File: config.mk
export PLATFORM = sky130hd
export DESIGN_NAME = ncc_cell
export DESIGN_NICKNAME = d
export VERILOG_FILES = /design/src/sv/ncc_pkg.sv /design/src/sv/ncc_cell.sv
export SDC_FILE = /design/constraint.sdc
export NUM_CORES = 1
export LEC_CHECK = 0
export ABC_AREA = 1
export ABC_CLOCK_PERIOD_IN_PS = 800
export BUFFER_PORTS_ARGS = -buffer_cell sky130_fd_sc_hd__buf_2
export CORE_UTILIZATION = 35
export CTS_BUF_LIST = sky130_fd_sc_hd__clkbuf_8
export CTS_CLUSTER_DIAMETER = 200
export DETAILED_ROUTE_END_ITERATION = 6
export PLACE_DENSITY = 0.65
export SLEW_MARGIN = 20
export SYNTH_ARGS = -nofsm -noshare
export SYNTH_HDL_FRONTEND = slang
export SYNTH_SLANG_ARGS = --single-unit
File: constraint.sdc
create_clock -name i_clk -period 0.8 [get_ports i_clk]
set_input_delay 0.16 -clock i_clk [delete_from_list [all_inputs] [get_ports i_clk]]
set_output_delay 0.16 -clock i_clk [all_outputs]
set_load 0.01 [all_outputs]
File: src/sv/ncc_pkg.sv
// Shared constants, types and exp tables for the nearest-centroid classifier.
// No dependencies; every other file but ncc_ram uses this package.
package ncc_pkg;

    localparam int MAX_CLASSES = 16;
    localparam int MAX_DIMS    = 64;
    localparam int VALUE_BITS  = 32;

    localparam int CLS_W   = $clog2(MAX_CLASSES);
    localparam int DIM_W   = $clog2(MAX_DIMS);
    localparam int ADDR_W  = CLS_W + DIM_W;
    localparam int ACC_W   = 64;
    localparam int POST_W  = 17;
    localparam int CNT_W   = DIM_W + 1;
    localparam int NUM_W   = 5;
    localparam int SUM_W   = 21;
    localparam int NUMER_W = 33;
    localparam int IDX_W   = CLS_W + 1;

    localparam logic OP_WRITE  = 1'b0;
    localparam logic OP_SAMPLE = 1'b1;

    // Control that every cell of the ring sees
    typedef struct packed {
        logic acc_shift;
        logic acc_clr;
        logic w_shift;
    } t_cell_ctl;

    // exp(-i), Q1.16
    function automatic logic [16:0] exp_int(input logic [3:0] i);
        logic [16:0] r;
        case (i)
            4'd0:    r = 17'd65536;
            4'd1:    r = 17'd24109;
            4'd2:    r = 17'd8869;
            4'd3:    r = 17'd3263;
            4'd4:    r = 17'd1200;
            4'd5:    r = 17'd442;
            4'd6:    r = 17'd162;
            4'd7:    r = 17'd60;
            4'd8:    r = 17'd22;
            4'd9:    r = 17'd8;
            4'd10:   r = 17'd3;
            4'd11:   r = 17'd1;
            default: r = 17'd0;
        endcase
        return r;
    endfunction

    // exp(-f/16), Q1.16
    function automatic logic [16:0] exp_frac(input logic [3:0] f);
        logic [16:0] r;
        case (f)
            4'd0:    r = 17'd65536;
            4'd1:    r = 17'd61565;
            4'd2:    r = 17'd57835;
            4'd3:    r = 17'd54331;
            4'd4:    r = 17'd51039;
            4'd5:    r = 17'd47947;
            4'd6:    r = 17'd45042;
            4'd7:    r = 17'd42313;
            4'd8:    r = 17'd39750;
            4'd9:    r = 17'd37341;
            4'd10:   r = 17'd35079;
            4'd11:   r = 17'd32954;
            4'd12:   r = 17'd30957;
            4'd13:   r = 17'd29081;
            4'd14:   r = 17'd27319;
            default: r = 17'd25664;
        endcase
        return r;
    endfunction

endpackage

File: src/sv/ncc_cell.sv
// One ring cell: a class distance accumulator and a class weight slot.
// Depends on ncc_pkg.
module ncc_cell (
    input  logic                      i_clk,
    input  logic                      i_rst_n,
    input  ncc_pkg::t_cell_ctl        i_ctl,
    input  logic [ncc_pkg::ACC_W-1:0] i_acc,
    input  logic [ncc_pkg::POST_W-1:0] i_w,
    output logic [ncc_pkg::ACC_W-1:0] o_acc,
    output logic [ncc_pkg::POST_W-1:0] o_w
);
    import ncc_pkg::*;

    logic [ACC_W-1:0]  r_acc;
    logic [POST_W-1:0] r_w;

    // accumulator: cleared by reset and after each sample
    always_ff @(posedge i_clk) begin
        if (!i_rst_n || i_ctl.acc_clr) begin
            r_acc <= '0;
        end else if (i_ctl.acc_shift) begin
            r_acc <= i_acc;
        end
    end

    // weight / posterior slot
    always_ff @(posedge i_clk) begin
        if (i_ctl.w_shift) begin
            r_w <= i_w;
        end
    end

    assign o_acc = r_acc;
    assign o_w   = r_w;
endmodule

==> summary.md, run 1 <==
| Metric | Value |
|---|---|
| CP max-delay cell | edfxtp_1 |
| Critical Path, Cell by Cell | buf_2 |
| Max IR drop VDD | 0.000875 V |
| Total grt overflow | 0 |
| Vias after detailed routing | 2669 |
| Setup-failing EPs final | 81 |
| Vert. Die Dim | 95.9 um |
| Initial antenna violation count | 0 |
| Net switching fraction of the power | 26.6% |
| Floorplan row count | 33 |
| Sum of net half-perimeters after detailed placement | 5270 um |
| Clock power share | 32.3% |
| Leakage power total | 2.04 nW |
| Combinational share of power | 14.4% |
| Most used flip-flop cell after synthesis | dfxtp_1 |
| Sequential fraction of design power | 53.3% |
| Area of the die | 0.00919 mm2 |
| Routed len/inst | 13.3 um |
| Leading cell types by count after synthesis | 98 x nand2_1, 64 x dfxtp_1, 60 x a21oi_2, 31 x nand2_2, 17 x edfxtp_1 |
| RSZ-0062 raised after global routing | yes |
| Most Crowded Layer GR | met2 |
| Number of maximum-capacitance violations | 0 |
| Launch instance of the worst register-to-register path | o_acc[50] |
| Crit-path max cell delay | 390 ps |
| Share of async-settable or async-resettable flops after synthesis | 0% |
| Clock tree from TritonCTS | done |
| Area added between synthesis and finish | 59.3% |
| Dpl cells | 556 |
| Hold_ws | 51.5 ps |
| Non-filler cells, final | 596 |
| Via count of the first global-routing pass | 2513 |
| Hold WC Path Type | in2reg |
| Cell Pwr Density | 1700 mW/mm2 |
| Area of the mapped netlist | 0.00308 mm2 |
| Via density | 4.48 |
| Total net switching power | 2.22 mW |
| Transition at the pin with the smallest max-transition slack | 268 ps |
| Largest area contributor in the netlist | dfxtp_1 |
| Slew headroom | 82.2% |
| H-tree depth reported by CTS | 3 |
| Final routed DRC violation total | 0 |
| Post-detailed-placement cell area | 0.00403 mm2 |
| Average cell area after synthesis | 10.5 um2 |
| Most frequent cell after synthesis | nand2_1 |
| Crit path arrival time | 890 ps |
| Register bit count reported by yosys | 81 |
| Clock-pin slew on the worst setup and hold paths | 90 ps |
| Starting Density | 36.8% |
| Worst Hold Path Cells | 3 |
| Synth Net Count | 381 |
| # diodes | 0 |
| Period utilization | 131% |
| Worst R2R Path Depth | 3 |
| Share of post-route cells with drive strength above 1 | 72.1% |
| Max Fanout on Critical Path | 1 |
| Maximum number of buffers from clock root to sink | 2 |
| Cell area after layout | 0.00491 mm2 |
| Power Internal | 6.13 mW |
| Number of top-level pins | 167 |
| Overall routing resource usage | 16.7% |
| Hold violation count in the final report | 0 |
| Final-stage net count | 572 |
| Initial drt markers | 65 |
| Max Clock Skew | 0 ps |
| Number of fill cells | 729 |
| Max Clock Freq | 0.957 GHz |
| Post-route total power | 8.35 mW |
| Global placer's final weighted congestion | 0.734 |
| Floorplan core area | 0.00838 mm2 |
| Worst setup path class | reg2out |
| IO Port Bufs | 166 |
| Setup TNS | -12920 ps |
| First-pass detailed-route iteration total | 4 |
| TritonCTS buffer count | 9 |
| Final worst slack | -245 ps |
| Hold EP | o_acc[44] |
| Horizontal extent of the die | 95.9 um |
| Pins Over Slew Limit | 0 |
| Count of flip-flops with a built-in enable after synthesis | 17 |
| Hold wc startpoint | i_acc[44] |
| Nature of the critical path endpoint | output pin |
| Total length of routed wires | 7930 um |
| End of the worst register-to-register path | o_acc[50] |
| Number of sinks handled by clock tree synthesis | 81 |
| Clock latency on the worst-skew pair | 340 ps |
| Area fraction of the dominant cell type after synthesis | 41.6% |
| CP delay by family, top | flip-flops |
| Worst Path Buf+Inv | 1 |
| Met2 Usage GRT | 30.1% |
| Post-route ant nets | 0 |
| Synth cell types | 12 |
| Cells after synthesis | 295 |
| Largest cells by area after synthesis | dfxtp_1 42%, a21oi_2 17%, edfxtp_1 17% |
| Routing usage on met1 | 19.1% |
| Global-route wire length before repair | 11600 um |
| Violations in the final reports | setup timing |
| Minimum clock period after layout | 1050 ps |
| Register area share after synthesis | 58.1% |
| Endpoint required time on the critical path | 640 ps |
| Cell chosen for the clock root | clkbuf_8 |
| Yosys warnings | 0 |
| FF-to-FF setup slack | 80 ps |
| Maximum number of pins on one net before global-route repair | 33 |
| Total stage count of the critical path | 1 |
| Global routing usage on met3 | 3.48% |
| Status | finished with violations |
| Critical Path Start Type | register |
[registers in the layout (all words and copies together), names as in the netlist]
| signal | flops |
|---|---|
| o_acc | 64 |
| o_w | 17 |
[layout by cell type, fill, tap and decap left out]
master         count
dlygate4sd3_1     17
nand2_1           98
a21oi_2           60
inv_1              1
clkinvlp_2         1
inv_2              1
clkinvlp_4         3
nand2_4            1
nand2_2           30
edfxtp_1          17
buf_12             7
buf_6             64
buf_4              9
buf_2            102
inv_6              2
clkinv_4           1
dfxtp_2           64
clkbuf_8           9
a21oi_1            4
[logic make-up (layout without fill, tap and decap cells)]
| family | Yosys count | count (layout) | synth area share (%) |
|---|---|---|---|
| simple gates | 129 | 129 | 18.2 |
| flops | 81 | 81 | 58.1 |
| compound gates | 64 | 64 | 17.7 |
| buf+inv | 21 | 217 | 5.97 |
[timing repair]
action	in CTS	in global routing
setup buffers	1	6
cloned	0	0
endpoints found under the setup margin	81	81
pin swaps	0	0
resized for setup	128	0
endpoints found under the hold margin	17	0
hold buffers	17	0
[worst max path at each step]
stage	from	endpoint
after global placement	i_ctl[2]	o_acc[2]
after floorplan	i_ctl[1]	o_acc[0]
after global routing	o_w[13]	o_w[13]
after detailed placement	i_ctl[2]	o_acc[5]
final	o_w[14]	o_w[14]
after CTS	o_w[13]	o_w[13]
[final cells by class]
class / count / area, um2 / area share, %
well taps: 105 / 131 / 2.68
clock buffers: 9 / 124 / 2.52
clock inverters: 7 / 53.8 / 1.10
flip-flops and latches: 81 / 1870 / 38.1
repair buffers: 199 / 1610 / 32.8
inverters: 2 / 7.51 / 0.153
multi-input cells: 193 / 1110 / 22.7
[power by group through the flow]
stage,registers (mW),clock network [mW],logic [mW]
after floorplan,4.59,0,0.443
after global placement,4.49,0,1.00
after detailed placement,4.50,0,1.02
after CTS,4.45,2.83,1.20
after global routing,4.47,2.98,1.31
final,4.45,2.70,1.20
[stage by stage]
| stage | utilization (%) | worst slack (ps) |
|---|---|---|
| after global routing | 58.6 | -293 |
| after detailed placement | 48.1 | -156 |
| final | 58.6 | -245 |
| after floorplan | - | 80.6 |
| after global placement | 48.1 | -110 |
| after CTS | 58.0 | -281 |
[routing by layer]
layer | vias up | routed length [um]
met5 | - | 0
met4 | 0 | 108
met3 | 10 | 567
met2 | 108 | 4060
met1 | 1218 | 3200
li1 | 1333 | -
Note: power is estimated with default switching activity, not from simulation.
==> run 2: changes to the inputs <==
--- a/config.mk
+++ b/config.mk
@@ -13,6 +13,7 @@
 export CTS_CLUSTER_DIAMETER = 200
 export DETAILED_ROUTE_END_ITERATION = 6
 export PLACE_DENSITY = 0.65
+export RECOVER_POWER = 50
 export SLEW_MARGIN = 20
 export SYNTH_ARGS = -nofsm -noshare
 export SYNTH_HDL_FRONTEND = slang
==> run 2 against run 1 <==
The flow still finishes with violations (setup timing). Final cell count stayed put. Utilization is 0.64 points lower. Die area stayed put.
==> summary.md, run 2 (same netlist as run 1, synthesis figures left out) <==
| Metric | Value |
|---|---|
| Nature of the critical path endpoint | output pin (unchanged) |
| Clock latency on the worst-skew pair | 340 ps (about the same) |
| Critical Path, Cell by Cell | buf_2 (unchanged) |
| Worst setup path class | reg2out (unchanged) |
| Violations in the final reports | setup timing (unchanged) |
| CP delay by family, top | flip-flops (unchanged) |
| IO Port Bufs | 166 (unchanged) |
| Area of the die | 0.00919 mm2 (unchanged) |
| Combinational share of power | 14.3% (was 14.4%) |
| Via density | 4.48 (unchanged) |
| Overall routing resource usage | 16.7% (unchanged) |
| Net switching fraction of the power | 26.7% (was 26.6%) |
| Max Clock Freq | 0.957 GHz (about the same) |
| Most used cells in the layout excluding fill and tap cells | 102 x buf_2, 98 x nand2_1, 64 x buf_6, 60 x a21oi_2, 35 x dfxtp_2 (was 102 x buf_2, 98 x nand2_1, 64 x dfxtp_2, 64 x buf_6, 60 x a21oi_2) |
| Total net switching power | 2.22 mW (about the same) |
| Crit-path max cell delay | 390 ps (about the same) |
| Via count of the first global-routing pass | 2513 (unchanged) |
| Max IR drop VDD | 0.000875 V (about the same) |
| Vias after detailed routing | 2669 (unchanged) |
| Global-route wire length before repair | 11600 um (unchanged) |
| TritonCTS buffer count | 9 (unchanged) |
| Starting Density | 36.8% (unchanged) |
| Launch instance of the worst register-to-register path | o_acc[50] (unchanged) |
| Number of sinks handled by clock tree synthesis | 81 (unchanged) |
| FF-to-FF setup slack | 80 ps (about the same) |
| Hold violation count in the final report | 0 (unchanged) |
| Clock-pin slew on the worst setup and hold paths | 90 ps (about the same) |
| Critical Path Start Type | register (unchanged) |
| Leakage power total | 2.02 nW (was 2.04 nW) |
| Worst Path Buf+Inv | 1 (unchanged) |
| Setup TNS | -13520 ps (was -12920 ps) |
| Crit path arrival time | 880 ps (was 890 ps) |
| Maximum number of buffers from clock root to sink | 2 (unchanged) |
| End of the worst register-to-register path | o_acc[50] (unchanged) |
| Most common library cell in the layout ignoring fill and taps | buf_2 (unchanged) |
| Max Fanout on Critical Path | 1 (unchanged) |
| Hold WC Path Type | in2reg (unchanged) |
| Maximum number of pins on one net before global-route repair | 33 (unchanged) |
| Transition at the pin with the smallest max-transition slack | 518 ps (was 268 ps) |
| Max Clock Skew | 0 ps (unchanged) |
| Max FFs per register | 64 (unchanged) |
| Power Internal | 6.11 mW (was 6.13 mW) |
| Final-stage net count | 572 (unchanged) |
| Sum of net half-perimeters after detailed placement | 5270 um (unchanged) |
| H-tree depth reported by CTS | 3 (unchanged) |
| Setup-failing EPs final | 82 (was 81) |
| Cell chosen for the clock root | clkbuf_8 (unchanged) |
| Initial drt markers | 63 (was 65) |
| Period utilization | 131% (about the same) |
| Horizontal extent of the die | 95.9 um (unchanged) |
| Clock power share | 32.4% (was 32.3%) |
| Initial antenna violation count | 0 (unchanged) |
| Final routed DRC violation total | 0 (unchanged) |
| Hold wc startpoint | i_acc[60] (was i_acc[44]) |
| Final worst slack | -245 ps (about the same) |
| Slew headroom | 65.5% (was 82.2%) |
| Endpoint required time on the critical path | 640 ps (about the same) |
| Number of top-level pins | 167 (unchanged) |
| Total grt overflow | 0 (unchanged) |
| Post-route ant nets | 0 (unchanged) |
| Sequential fraction of design power | 53.4% (was 53.3%) |
| Worst Hold Path Cells | 3 (unchanged) |
| First-pass detailed-route iteration total | 4 (unchanged) |
| Number of maximum-capacitance violations | 0 (unchanged) |
| Floorplan core area | 0.00838 mm2 (unchanged) |
| Status | finished with violations (unchanged) |
| Floorplan row count | 33 (unchanged) |
| Global placer's final weighted congestion | 0.734 (unchanged) |
| Routed len/inst | 13.3 um (about the same) |
| Dpl cells | 556 (unchanged) |
| Clock tree from TritonCTS | done (unchanged) |
| Area added between synthesis and finish | 57.5% (was 59.3%) |
| Cell Pwr Density | 1720 mW/mm2 (was 1700 mW/mm2) |
| CP max-delay cell | edfxtp_1 (unchanged) |
| Worst R2R Path Depth | 3 (unchanged) |
| RSZ-0062 raised after global routing | yes (unchanged) |
| Share of post-route cells with drive strength above 1 | 66.2% (was 72.1%) |
| Minimum clock period after layout | 1040 ps (was 1050 ps) |
| # diodes | 0 (unchanged) |
| Non-filler cells, final | 596 (unchanged) |
| Vert. Die Dim | 95.9 um (unchanged) |
| Total length of routed wires | 7950 um (was 7930 um) |
| Hold EP | o_acc[60] (was o_acc[44]) |
| Pins Over Slew Limit | 0 (unchanged) |
## run 2: what timing repair did
item | in CTS | in global routing
gates cloned | 0 | 0
hold buffers | 17 | 0
setup endpoints to repair | 81 | 81
gates resized for setup | 128 | 0
setup buffers | 1 | 6
hold endpoints to repair | 17 | 0
## run 2: how the worst max path moves through the flow
stage	startpoint	slack (ps)	endpoint	cells after the start
detailed placement	i_ctl[2]	-160	o_acc[5]	4
floorplan	i_ctl[1]	80	o_acc[0]	4
global placement	i_ctl[2]	-110	o_acc[2]	4
finish	o_w[14]	-240	o_w[14]	1
global route	o_w[13]	-290	o_w[13]	1
CTS	o_w[13]	-280	o_w[13]	1
## run 2: cell type report
type / instances / area, um2
fill: 746 / 3530
inverter: 2 / 7.51
multi-input combinational: 193 / 1110
sequential: 81 / 1840
clock inverter: 7 / 53.8
clock buffer: 9 / 124
tap: 105 / 131
timing repair buffer: 199 / 1590
## run 2: metrics by stage
stage / worst slack, ps / utilization, % / hold slack, ps / area [um2] / total power, mW
5_1_grt: -293 / 57.9 / 46.2 / 4860 / 8.74
2_1_floorplan: 80.6 / - / 259 / 3080 / 5.03
6_report: -245 / 57.9 / 53.3 / 4860 / 8.33
3_5_place_dp: -156 / 48.1 / 339 / 4030 / 5.52
3_3_place_gp: -110 / 48.1 / 337 / 4030 / 5.50
4_1_cts: -281 / 58.0 / 27.1 / 4860 / 8.48
## run 2: routing by layer
layer	up-vias	global-route usage, %	wire length (um)
met4	0	7.09	115
met2	106	30.1	4030
met3	10	3.48	564
li1	1332	-	-
met5	-	0	0
met1	1221	19.1	3240
## run 2: power groups by stage
stage	Combinational [mW]	Sequential, mW	Clock (mW)
final	1.19	4.44	2.70
after global routing	1.29	4.46	2.98
after CTS	1.20	4.45	2.83
after detailed placement	1.02	4.50	0
after global placement	1.00	4.49	0
after floorplan	0.443	4.59	0
