$ cat src/sv/ncc_pkg.sv
// Shared constants, types and exp tables for the nearest-centroid classifier.
// No dependencies; every other file but ncc_ram uses this package.
package ncc_pkg;

    localparam int MAX_CLASSES = 16;
    localparam int MAX_DIMS    = 64;
    localparam int VALUE_BITS  = 32;

    localparam int CLS_W   = $clog2(MAX_CLASSES);
    localparam int DIM_W   = $clog2(MAX_DIMS);
    localparam int ADDR_W  = CLS_W + DIM_W;
    localparam int ACC_W   = 64;
    localparam int POST_W  = 17;
    localparam int CNT_W   = DIM_W + 1;
    localparam int NUM_W   = 5;
    localparam int SUM_W   = 21;
    localparam int NUMER_W = 33;
    localparam int IDX_W   = CLS_W + 1;

    localparam logic OP_WRITE  = 1'b0;
    localparam logic OP_SAMPLE = 1'b1;

    // Control that every cell of the ring sees
    typedef struct packed {
        logic acc_shift;
        logic acc_clr;
        logic w_shift;
    } t_cell_ctl;

    // exp(-i), Q1.16
    function automatic logic [16:0] exp_int(input logic [3:0] i);
        logic [16:0] r;
        case (i)
            4'd0:    r = 17'd65536;
            4'd1:    r = 17'd24109;
            4'd2:    r = 17'd8869;
            4'd3:    r = 17'd3263;
            4'd4:    r = 17'd1200;
            4'd5:    r = 17'd442;
            4'd6:    r = 17'd162;
            4'd7:    r = 17'd60;
            4'd8:    r = 17'd22;
            4'd9:    r = 17'd8;
            4'd10:   r = 17'd3;
            4'd11:   r = 17'd1;
            default: r = 17'd0;
        endcase
        return r;
    endfunction

    // exp(-f/16), Q1.16
    function automatic logic [16:0] exp_frac(input logic [3:0] f);
        logic [16:0] r;
        case (f)
            4'd0:    r = 17'd65536;
            4'd1:    r = 17'd61565;
            4'd2:    r = 17'd57835;
            4'd3:    r = 17'd54331;
            4'd4:    r = 17'd51039;
            4'd5:    r = 17'd47947;
            4'd6:    r = 17'd45042;
            4'd7:    r = 17'd42313;
            4'd8:    r = 17'd39750;
            4'd9:    r = 17'd37341;
            4'd10:   r = 17'd35079;
            4'd11:   r = 17'd32954;
            4'd12:   r = 17'd30957;
            4'd13:   r = 17'd29081;
            4'd14:   r = 17'd27319;
            default: r = 17'd25664;
        endcase
        return r;
    endfunction

endpackage

$ cat src/sv/ncc_div.sv
// Restoring divider, one quotient bit per cycle.
// Depends on ncc_pkg.
module ncc_div (
    input  logic                        i_clk,
    input  logic                        i_rst_n,
    input  logic                        i_start,
    input  logic [ncc_pkg::NUMER_W-1:0] i_num,
    input  logic [ncc_pkg::SUM_W-1:0]   i_den,
    output logic                        o_done,
    output logic [ncc_pkg::POST_W-1:0]  o_quot
);
    import ncc_pkg::*;

    localparam int STEP_W = $clog2(NUMER_W + 1);

    logic [STEP_W-1:0]  r_step;
    logic               r_busy;
    logic               r_done;
    logic [NUMER_W-1:0] r_num;
    logic [SUM_W-1:0]   r_den;
    logic [SUM_W-1:0]   r_rem;
    logic [POST_W-1:0]  r_q;
    logic [SUM_W:0]     trial;
    logic               take;

    assign trial = {r_rem, r_num[NUMER_W-1]};
    assign take  = (trial >= {1'b0, r_den});

    always_ff @(posedge i_clk) begin
        if (!i_rst_n) begin
            r_busy <= 1'b0;
            r_done <= 1'b0;
            r_step <= '0;
        end else begin
            r_done <= 1'b0;
            if (i_start) begin
                r_busy <= 1'b1;
                r_step <= '0;
                r_num  <= i_num;
                r_den  <= i_den;
                r_rem  <= '0;
                r_q    <= '0;
            end else if (r_busy) begin
                r_rem <= take ? SUM_W'(trial - {1'b0, r_den}) : trial[SUM_W-1:0];
                r_q   <= {r_q[POST_W-2:0], take};
                r_num <= {r_num[NUMER_W-2:0], 1'b0};
                r_step <= r_step + 1'b1;
                if (r_step == STEP_W'(NUMER_W - 1)) begin
                    r_busy <= 1'b0;
                    r_done <= 1'b1;
                end
            end
        end
    end

    assign o_done = r_done;
    assign o_quot = r_q;

    a_done_after_busy: assert property (@(posedge i_clk) disable iff (!i_rst_n)
        r_done |-> $past(r_busy))
        else $error("divider done without a running division");
endmodule
$ cat config.mk
export PLATFORM = sky130hd
export DESIGN_NAME = ncc_div
export DESIGN_NICKNAME = d
export VERILOG_FILES = /design/src/sv/ncc_pkg.sv /design/src/sv/ncc_div.sv
export SDC_FILE = /design/constraint.sdc
export NUM_CORES = 1
export LEC_CHECK = 0
export BUFFER_PORTS_ARGS = -buffer_cell sky130_fd_sc_hd__buf_2
export CAP_MARGIN = 20
export CORE_MARGIN = 2
export CORE_UTILIZATION = 25
export DETAILED_ROUTE_END_ITERATION = 8
export GPL_ROUTABILITY_DRIVEN = 0
export GPL_TIMING_DRIVEN = 0
export SLEW_MARGIN = 0
export SYNTH_ARGS = -nofsm -noshare
export SYNTH_HDL_FRONTEND = slang
export SYNTH_SLANG_ARGS = --single-unit
$ cat constraint.sdc
create_clock -name i_clk -period 2.7 [get_ports i_clk]
set_input_delay 0.27 -clock i_clk [delete_from_list [all_inputs] [get_ports i_clk]]
set_output_delay 0.27 -clock i_clk [all_outputs]
set_load 0.05 [all_outputs]
==> out/qor.csv, run 1 <==
stage,metric,value,unit
worst_hold_path,Worst Hold Class,in2reg,
route,vias per inst,4.50,
logic_synthesis,Synth Cell Area,5190,um2
setup_path,largest delay contributor family on the critical path,compound AO/OA/AOI/OAI gates,
logic_synthesis,count of flip-flops with a built-in enable after synthesis,92,
pwr,Worst VDD drop,437,uV
logic_synthesis,cell with the most instances after synthesis,edfxtp_1,
logic_synthesis,Syn Area/Cell,12.3,um2
logic_synthesis,synth warn,0,
route,DRT antenna net count,0,
route,Routed Wire Length,11300,um
clock_network,Sink Count,100,
route,initial drt markers,222,
layout,Finished Core Util,0.320,
setup_path,CP Data Arrival Time,2.84,ns
setup_path,CP max FO,8,
logic_synthesis,"area leader, netlist",edfxtp_1,
grt,GRT Total Usage,0.105,
clock_network,cts hold-fix bufs,0,
sta,clock skew,0.0122,ns
logic_synthesis,post-synth cell types,54,
grt,met3 usage,0.0469,
clock_network,"CTS clk-pin slew, worst paths",0.08,ns
grt,routing usage on met2,0.174,
pwr,PwrDens,640,nW/um2
sta,Setup TNS,-0.542,ns
grt,total gr overflow,0,
grt,met1 global-route usage,0.123,
floorplanning,die width,148,um
route,# DRC,0,
clock_network,Root Driver,clkbuf_16,
clock_network,CTS Buf Count,9,
pwr,P_leak,2.55,nW
worst_hold_path,worst hold stages,1,
setup_path,reg2reg path depth,13,
layout,Final Instance Count excl. Fillers,799,
setup_path,RR Endpoint,r_rem[18]$_SDFFCE_PP0P_,
run_status,status,finished with violations,
grt,first-pass GRT wire length,18300,um
place,Post-DP HPWL,7750,um
layout,area delta synth->final,25.0,%
place,port buffer count,73,
setup_path,Worst Setup Start Kind,flip-flop,
clock_network,H-tree levels,3,
setup_path,WP buf/inv,4,
route,DR pass1 iterations,4,
logic_synthesis,Synth Flop Type,edfxtp_1,
floorplanning,IO Count,75,
sta,Tightest Pin Transition,0.932,ns
worst_hold_path,Hold Path Origin,i_den[1],
run_status,violated checks,setup timing,
clock_network,CTS tree,yes,
setup_path,critical-path cell list,inv_2 > ha_4 > inv_2 > fa_2 > a21o_1 > a221o_2 > nand2_2 > nand3_2 > a31oi_4 > buf_12 > buf_12 > mux2i_1 > nor2_1,
grt,initial antenna violation count,3,
setup_path,Setup CP Type,reg2reg,
floorplanning,num rows,52,
floorplanning,Initial Util,0.256,
logic_synthesis,#FFs+latches synth,100,
grt,Most Crowded Layer GR,met2,
sta,RSZ-0062 raised after global routing,yes,
route,DR vias,3597,
route,drt wl/cell,14.2,um
logic_synthesis,Post-synth ARST share,0,
sta,Slew headroom,0.378,
sta,Hold Worst Slack,0.0785,ns
place,dpl cell area,5920,um2
floorplanning,die extent in y,148,um
clock_network,clk buf depth,2,
logic_synthesis,most common library cells after synthesis,"92 x edfxtp_1, 36 x nor2_1, 32 x mux2_2, 28 x inv_1, 23 x ha_1",
layout,n_diodes,0,
sta,Hold Fails Final Rpt,0,
floorplanning,Core Box Area,20300,um2
layout,layout cell share with drive strength beyond 1,0.333,
setup_path,endpoint type of the worst setup path,flip-flop,
logic_synthesis,share of the synthesized area in the top cell type,0.532,
clock_network,later-pin clock latency in the skew report,0.36,ns
sta,Final WS setup,-0.0492,ns
logic_synthesis,synth top area cells,"edfxtp_1 53%, mux2_2 6.9%, ha_1 5.5%, mux2i_1 3.7%, dfxtp_1 3.1%",
layout,fill cell count,2083,
sta,Final min period,2.75,ns
sta,final slew viol count,0,
floorplanning,Die Area,21900,um2
grt,pin count of the biggest net entering global routing,45,
grt,vias in the first global route,3723,
setup_path,worst r2r src,r_num[32]$_DFFE_PP_,
logic_synthesis,Synth Instances,421,
flow_run,max cap viols,0,
sta,Final setup viols,17,
worst_hold_path,Hold Path End,r_den[1]$_DFFE_PP_,
place,placed cells,765,
logic_synthesis,post-synthesis sequential area ratio,0.563,
setup_path,CP required,2.79,ns
setup_path,R2R Setup Slk,-0.05,ns
sta,period utilization,1.02,
sta,Fmax,0.364,GHz
setup_path,CP max stage cell,a221o_2,
layout,post-route cell area,6490,um2
setup_path,Slowest Stage Delay on Critical Path,0.39,ns
logic_synthesis,syn_nets,502,
layout,NumNets Final,605,
==> layout make-up <==
class                   count  area (um2)  share of cell area
plain buffers              16         100              0.0154
clock buffers               9         225              0.0347
clock inverters             7        67.6              0.0104
inverters                  28         105              0.0162
multi-input cells         276        2170               0.334
flip-flops and latches    100        2920               0.450
well taps                 270         338              0.0520
repair buffers             93         564              0.0869
==> layout by cell type, fill, tap and decap left out, types with 3 or more instances in the layout <==
cell type,netlist,layout
a211oi_1,3,3
a21o_1,5,5
a21oi_1,21,17
a21oi_2,1,5
and2_1,3,3
and3_1,4,4
buf_12,1,4
buf_2,4,76
buf_4,0,16
clkbuf_1,9,9
clkbuf_16,0,9
dfxtp_1,8,8
edfxtp_1,92,92
ha_1,23,18
ha_2,0,4
inv_1,28,26
inv_6,0,3
mux2_2,32,32
mux2i_1,19,18
nand2_1,19,18
nand3_1,7,6
nand4_1,7,7
nor2_1,36,36
nor2b_1,18,18
nor3_1,6,6
o21a_1,7,6
o21ai_0,10,8
o31ai_1,3,3
xnor2_1,8,8
xor2_1,12,12
==> state kept, by name, indices dropped and copies added (netlist names) <==
register,flops
r_rem,21
r_step,6
r_num,33
o_quot,17
r_den,21
o_done,1
r_busy,1
==> power breakdown <==
group          internal (mW)  switching [mW]  leakage (nW)
clock network          0.650           0.631         0.145
logic                  0.450           0.544          1.45
registers               1.83          0.0451         0.949
==> through the flow <==
step | power, mW | worst slack [ns]
floorplan | 2.57 | 0.0109
global placement | 2.76 | -0.857
detailed placement | 2.78 | -0.347
CTS | 4.15 | -0.0966
global route | 4.36 | -0.145
finish | 4.15 | -0.0492
==> routing by layer <==
metal / wire [um] / vias up / share of wire
li1: - / 1747 / -
met1: 4880 / 1733 / 0.43
met2: 5410 / 95 / 0.48
met3: 834 / 18 / 0.074
met4: 163 / 4 / 0.014
met5: 27 / - / 0.0024
==> worst max-delay path by stage <==
| stage | from | to | slack, ns | depth (start not counted) |
|---|---|---|---|---|
| floorplan | r_num[32]$_DFFE_PP_ | r_rem[2]$_SDFFCE_PP0P_ | 0.01 | 12 |
| global placement | i_start | o_quot[5]$_SDFFCE_PP0P_ | -0.86 | 2 |
| detailed placement | r_num[32]$_DFFE_PP_ | r_rem[16]$_SDFFCE_PP0P_ | -0.35 | 12 |
| CTS | r_num[32]$_DFFE_PP_ | r_rem[15]$_SDFFCE_PP0P_ | -0.1 | 13 |
| global route | r_num[32]$_DFFE_PP_ | r_rem[16]$_SDFFCE_PP0P_ | -0.14 | 13 |
| finish | r_num[32]$_DFFE_PP_ | r_rem[18]$_SDFFCE_PP0P_ | -0.05 | 13 |
==> cells by family (layout without fill, tap and decap cells) <==
kind of cell	count (synthesis)	count (layout)	share of synthesized area
adder cells (fa/ha/maj)	24	24	0.0593
buffers and inverters	45	153	0.0390
flip-flops	100	100	0.563
XOR/XNOR	20	20	0.0337
multiplexers	51	51	0.106
AND/OR/NAND/NOR	111	111	0.107
AO/OA/AOI/OAI	70	70	0.0916
==> what timing repair did <==
action	in CTS	in global routing
setup buffers	12	6
gates cloned	1	0
gates resized for setup	11	20
setup endpoints to repair	22	22
pin swaps	9	10
No activity file was read; power rests on OpenSTA's default activity.
==> run 2: changes to the inputs <==
--- a/config.mk
+++ b/config.mk
@@ -6,12 +6,12 @@
 export NUM_CORES = 1
 export LEC_CHECK = 0
 export BUFFER_PORTS_ARGS = -buffer_cell sky130_fd_sc_hd__buf_2
-export CAP_MARGIN = 20
 export CORE_MARGIN = 2
-export CORE_UTILIZATION = 25
+export CORE_UTILIZATION = 47
 export DETAILED_ROUTE_END_ITERATION = 8
 export GPL_ROUTABILITY_DRIVEN = 0
 export GPL_TIMING_DRIVEN = 0
+export PLACE_DENSITY = 0.7
 export SLEW_MARGIN = 0
 export SYNTH_ARGS = -nofsm -noshare
 export SYNTH_HDL_FRONTEND = slang
==> run 2 against run 1 <==
The run still ends with setup timing left. Critical path type unchanged. Die area shrank 46%. Core utilization is 26 points higher. Largest cell class unchanged. Final cell count decreased by 16%. Largest power group unchanged.
==> out/qor.csv, run 2 (synthesized netlist as in run 1, its figures left out) <==
stage,metric,value,unit,change
run_status,status,finished with violations,,
run_status,violated checks,setup timing,,
floorplanning,die extent in y,109,um,-26%
layout,Biggest register,r_num,,
pwr,power share of the clock group,0.229,,-0.079
pwr,P_leak,2.50,nW,-1.7%
pwr,Worst VDD drop,402,uV,-8.1%
sta,Hold Fails Final Rpt,0,,unchanged
worst_hold_path,Hold Path Origin,i_den[0],,
sta,Hold Worst Slack,0.0528,ns,-0.0258 ns
setup_path,reg2reg path depth,16,,+3
clock_network,clk buf depth,2,,unchanged
clock_network,cts hold-fix bufs,0,,unchanged
clock_network,later-pin clock latency in the skew report,0.38,ns,+0.02 ns
sta,Tightest Pin Transition,0.904,ns,-0.0280 ns
grt,first-pass GRT wire length,16600,um,-9.0%
sta,Setup TNS,-0.212,ns,+0.330 ns
layout,Final Instance Count excl. Fillers,672,,-16%
sta,Fmax,0.366,GHz,+0.53%
floorplanning,IO Count,75,,unchanged
grt,vias in the first global route,3624,,-2.7%
clock_network,CTS tree,yes,,
worst_hold_path,Worst Hold Class,in2reg,,
layout,layout cell share with drive strength beyond 1,0.329,,-0.00376
setup_path,CP required,2.81,ns,+0.02 ns
worst_hold_path,worst hold stages,1,,unchanged
pwr,sw frac,0.297,,+0.00312
place,Post-DP HPWL,7070,um,-8.8%
setup_path,R2R Setup Slk,-0.03,ns,about the same
sta,RSZ-0062 raised after global routing,yes,,
sta,Final setup viols,10,,-7
route,drt wl/cell,15.6,um,+10%
grt,pin count of the biggest net entering global routing,53,,+18%
clock_network,Root Driver,clkbuf_8,,
floorplanning,Initial Util,0.481,,+0.225
sta,Slew headroom,0.396,,+0.0187
flow_run,max cap viols,0,,unchanged
floorplanning,Core Box Area,10800,um2,-47%
sta,Final min period,2.73,ns,-0.0145 ns
place,placed cells,635,,-17%
layout,most frequent cells in the layout,"92 x edfxtp_1, 74 x buf_2, 36 x nor2_1",,
setup_path,endpoint type of the worst setup path,flip-flop,,
pwr,combinational power share,0.268,,+0.029
setup_path,CP Data Arrival Time,2.85,ns,about the same
layout,fill cell count,948,,-54%
route,Routed Wire Length,10500,um,-7.5%
layout,n_diodes,0,,unchanged
setup_path,worst r2r src,r_num[32]$_DFFE_PP_,,
layout,"commonest non-fill, non-tap cell in the layout",edfxtp_1,,
layout,max reg flops,33,,unchanged
route,vias per inst,5.27,,+17%
pwr,PwrDens,598,nW/um2,-6.5%
floorplanning,die width,109,um,-26%
route,DR pass1 iterations,4,,unchanged
sta,period utilization,1.01,,-0.00537
clock_network,H-tree levels,3,,unchanged
route,DR vias,3541,,-1.6%
setup_path,Worst Setup Start Kind,flip-flop,,
sta,clock skew,0.0123,ns,+0.0000863 ns
route,initial drt markers,138,,-38%
layout,Top Registers,"r_num: 33 flops, r_den: 21 flops, r_rem: 21 flops",,
setup_path,CP max FO,4,,-4
sta,Final WS setup,-0.0347,ns,+0.0145 ns
pwr,NetSw,1.11,mW,-9.3%
route,# DRC,0,,unchanged
clock_network,"CTS clk-pin slew, worst paths",0.10,ns,+0.02 ns
sta,final slew viol count,0,,unchanged
route,DRT antenna net count,0,,unchanged
clock_network,CTS Buf Count,9,,unchanged
floorplanning,num rows,38,,-27%
grt,initial antenna violation count,0,,-3
pwr,sequential power share,0.503,,+0.051
floorplanning,Die Area,11900,um2,-46%
layout,NumNets Final,608,,+0.50%
setup_path,RR Endpoint,r_rem[14]$_SDFFCE_PP0P_,,
clock_network,Sink Count,100,,unchanged
place,port buffer count,73,,unchanged
grt,GRT Total Usage,0.182,,+0.0774
pwr,P_int,2.62,mW,-11%
worst_hold_path,Hold Path End,r_den[0]$_DFFE_PP_,,
setup_path,Setup CP Type,reg2reg,,
layout,area delta synth->final,20.1,%,
grt,total gr overflow,0,,unchanged
-- run 2: per-stage QoR --
step	instance area [um2]	setup WS, ns	utilization	total power, mW
floorplan	5190	0.0109	-	2.57
global placement	5730	-0.822	0.531	2.75
CTS	6110	-0.113	0.566	3.70
detailed placement	5770	-0.336	0.534	2.77
global route	6230	-0.165	0.578	3.92
finish	6230	-0.0347	0.578	3.73
-- run 2: what timing repair did --
action | 4_1_cts | 5_1_grt
gates resized for setup | 15 | 18
buffers inserted | 12 | 9
gates cloned | 1 | 0
pin swaps | 11 | 8
endpoints found under the setup margin | 22 | 22
-- run 2: area by class of cell --
class | count | area (um2) | share of cell area
Clock inverter | 5 | 33.8 | 0.00542
Timing Repair Buffer | 96 | 594 | 0.0953
Inverter | 28 | 105 | 0.0169
Tap cell | 140 | 175 | 0.0281
Sequential cell | 100 | 2920 | 0.469
Buffer | 16 | 105 | 0.0169
Multi-Input combinational cell | 276 | 2170 | 0.348
Clock buffer | 11 | 131 | 0.0211
-- run 2: how the worst max path moves through the flow --
| stage | slack [ns] | to | from |
|---|---|---|---|
| floorplan | 0.01 | r_rem[2]$_SDFFCE_PP0P_ | r_num[32]$_DFFE_PP_ |
| global placement | -0.82 | o_quot[5]$_SDFFCE_PP0P_ | i_start |
| detailed placement | -0.34 | r_rem[18]$_SDFFCE_PP0P_ | r_num[32]$_DFFE_PP_ |
| CTS | -0.11 | r_rem[13]$_SDFFCE_PP0P_ | r_num[32]$_DFFE_PP_ |
| global route | -0.16 | r_rem[15]$_SDFFCE_PP0P_ | r_num[32]$_DFFE_PP_ |
| finish | -0.03 | r_rem[14]$_SDFFCE_PP0P_ | r_num[32]$_DFFE_PP_ |
-- run 2: layer usage --
layer / GRT usage / part of all wire
met4: 0.0632 / 0.016
met5: 0 / 0
met2: 0.307 / 0.49
met1: 0.207 / 0.42
met3: 0.0789 / 0.068
-- run 2: power by group through the flow --
stage / registers, mW / clock network [mW] / logic [mW]
2_1_floorplan: 1.95 / 0 / 0.616
3_3_place_gp: 1.91 / 0 / 0.834
3_5_place_dp: 1.91 / 0 / 0.865
4_1_cts: 1.88 / 0.890 / 0.938
5_1_grt: 1.89 / 0.929 / 1.10
6_report: 1.88 / 0.854 / 1.00
-- run 2: critical path, stage by stage, from the launching register on --
cell and delay [ns]:
edfxtp_1 0.39, inv_2 0.08, ha_4 0.13, inv_2 0.04, fa_2 0.33, a21o_1 0.21
a221o_1 0.36, nand2_2 0.10, buf_4 0.10, buf_4 0.08, buf_4 0.09, buf_4 0.09
buf_4 0.10, nand2_2 0.05, xor2_1 0.15, mux2i_1 0.13, nor2_1 0.05
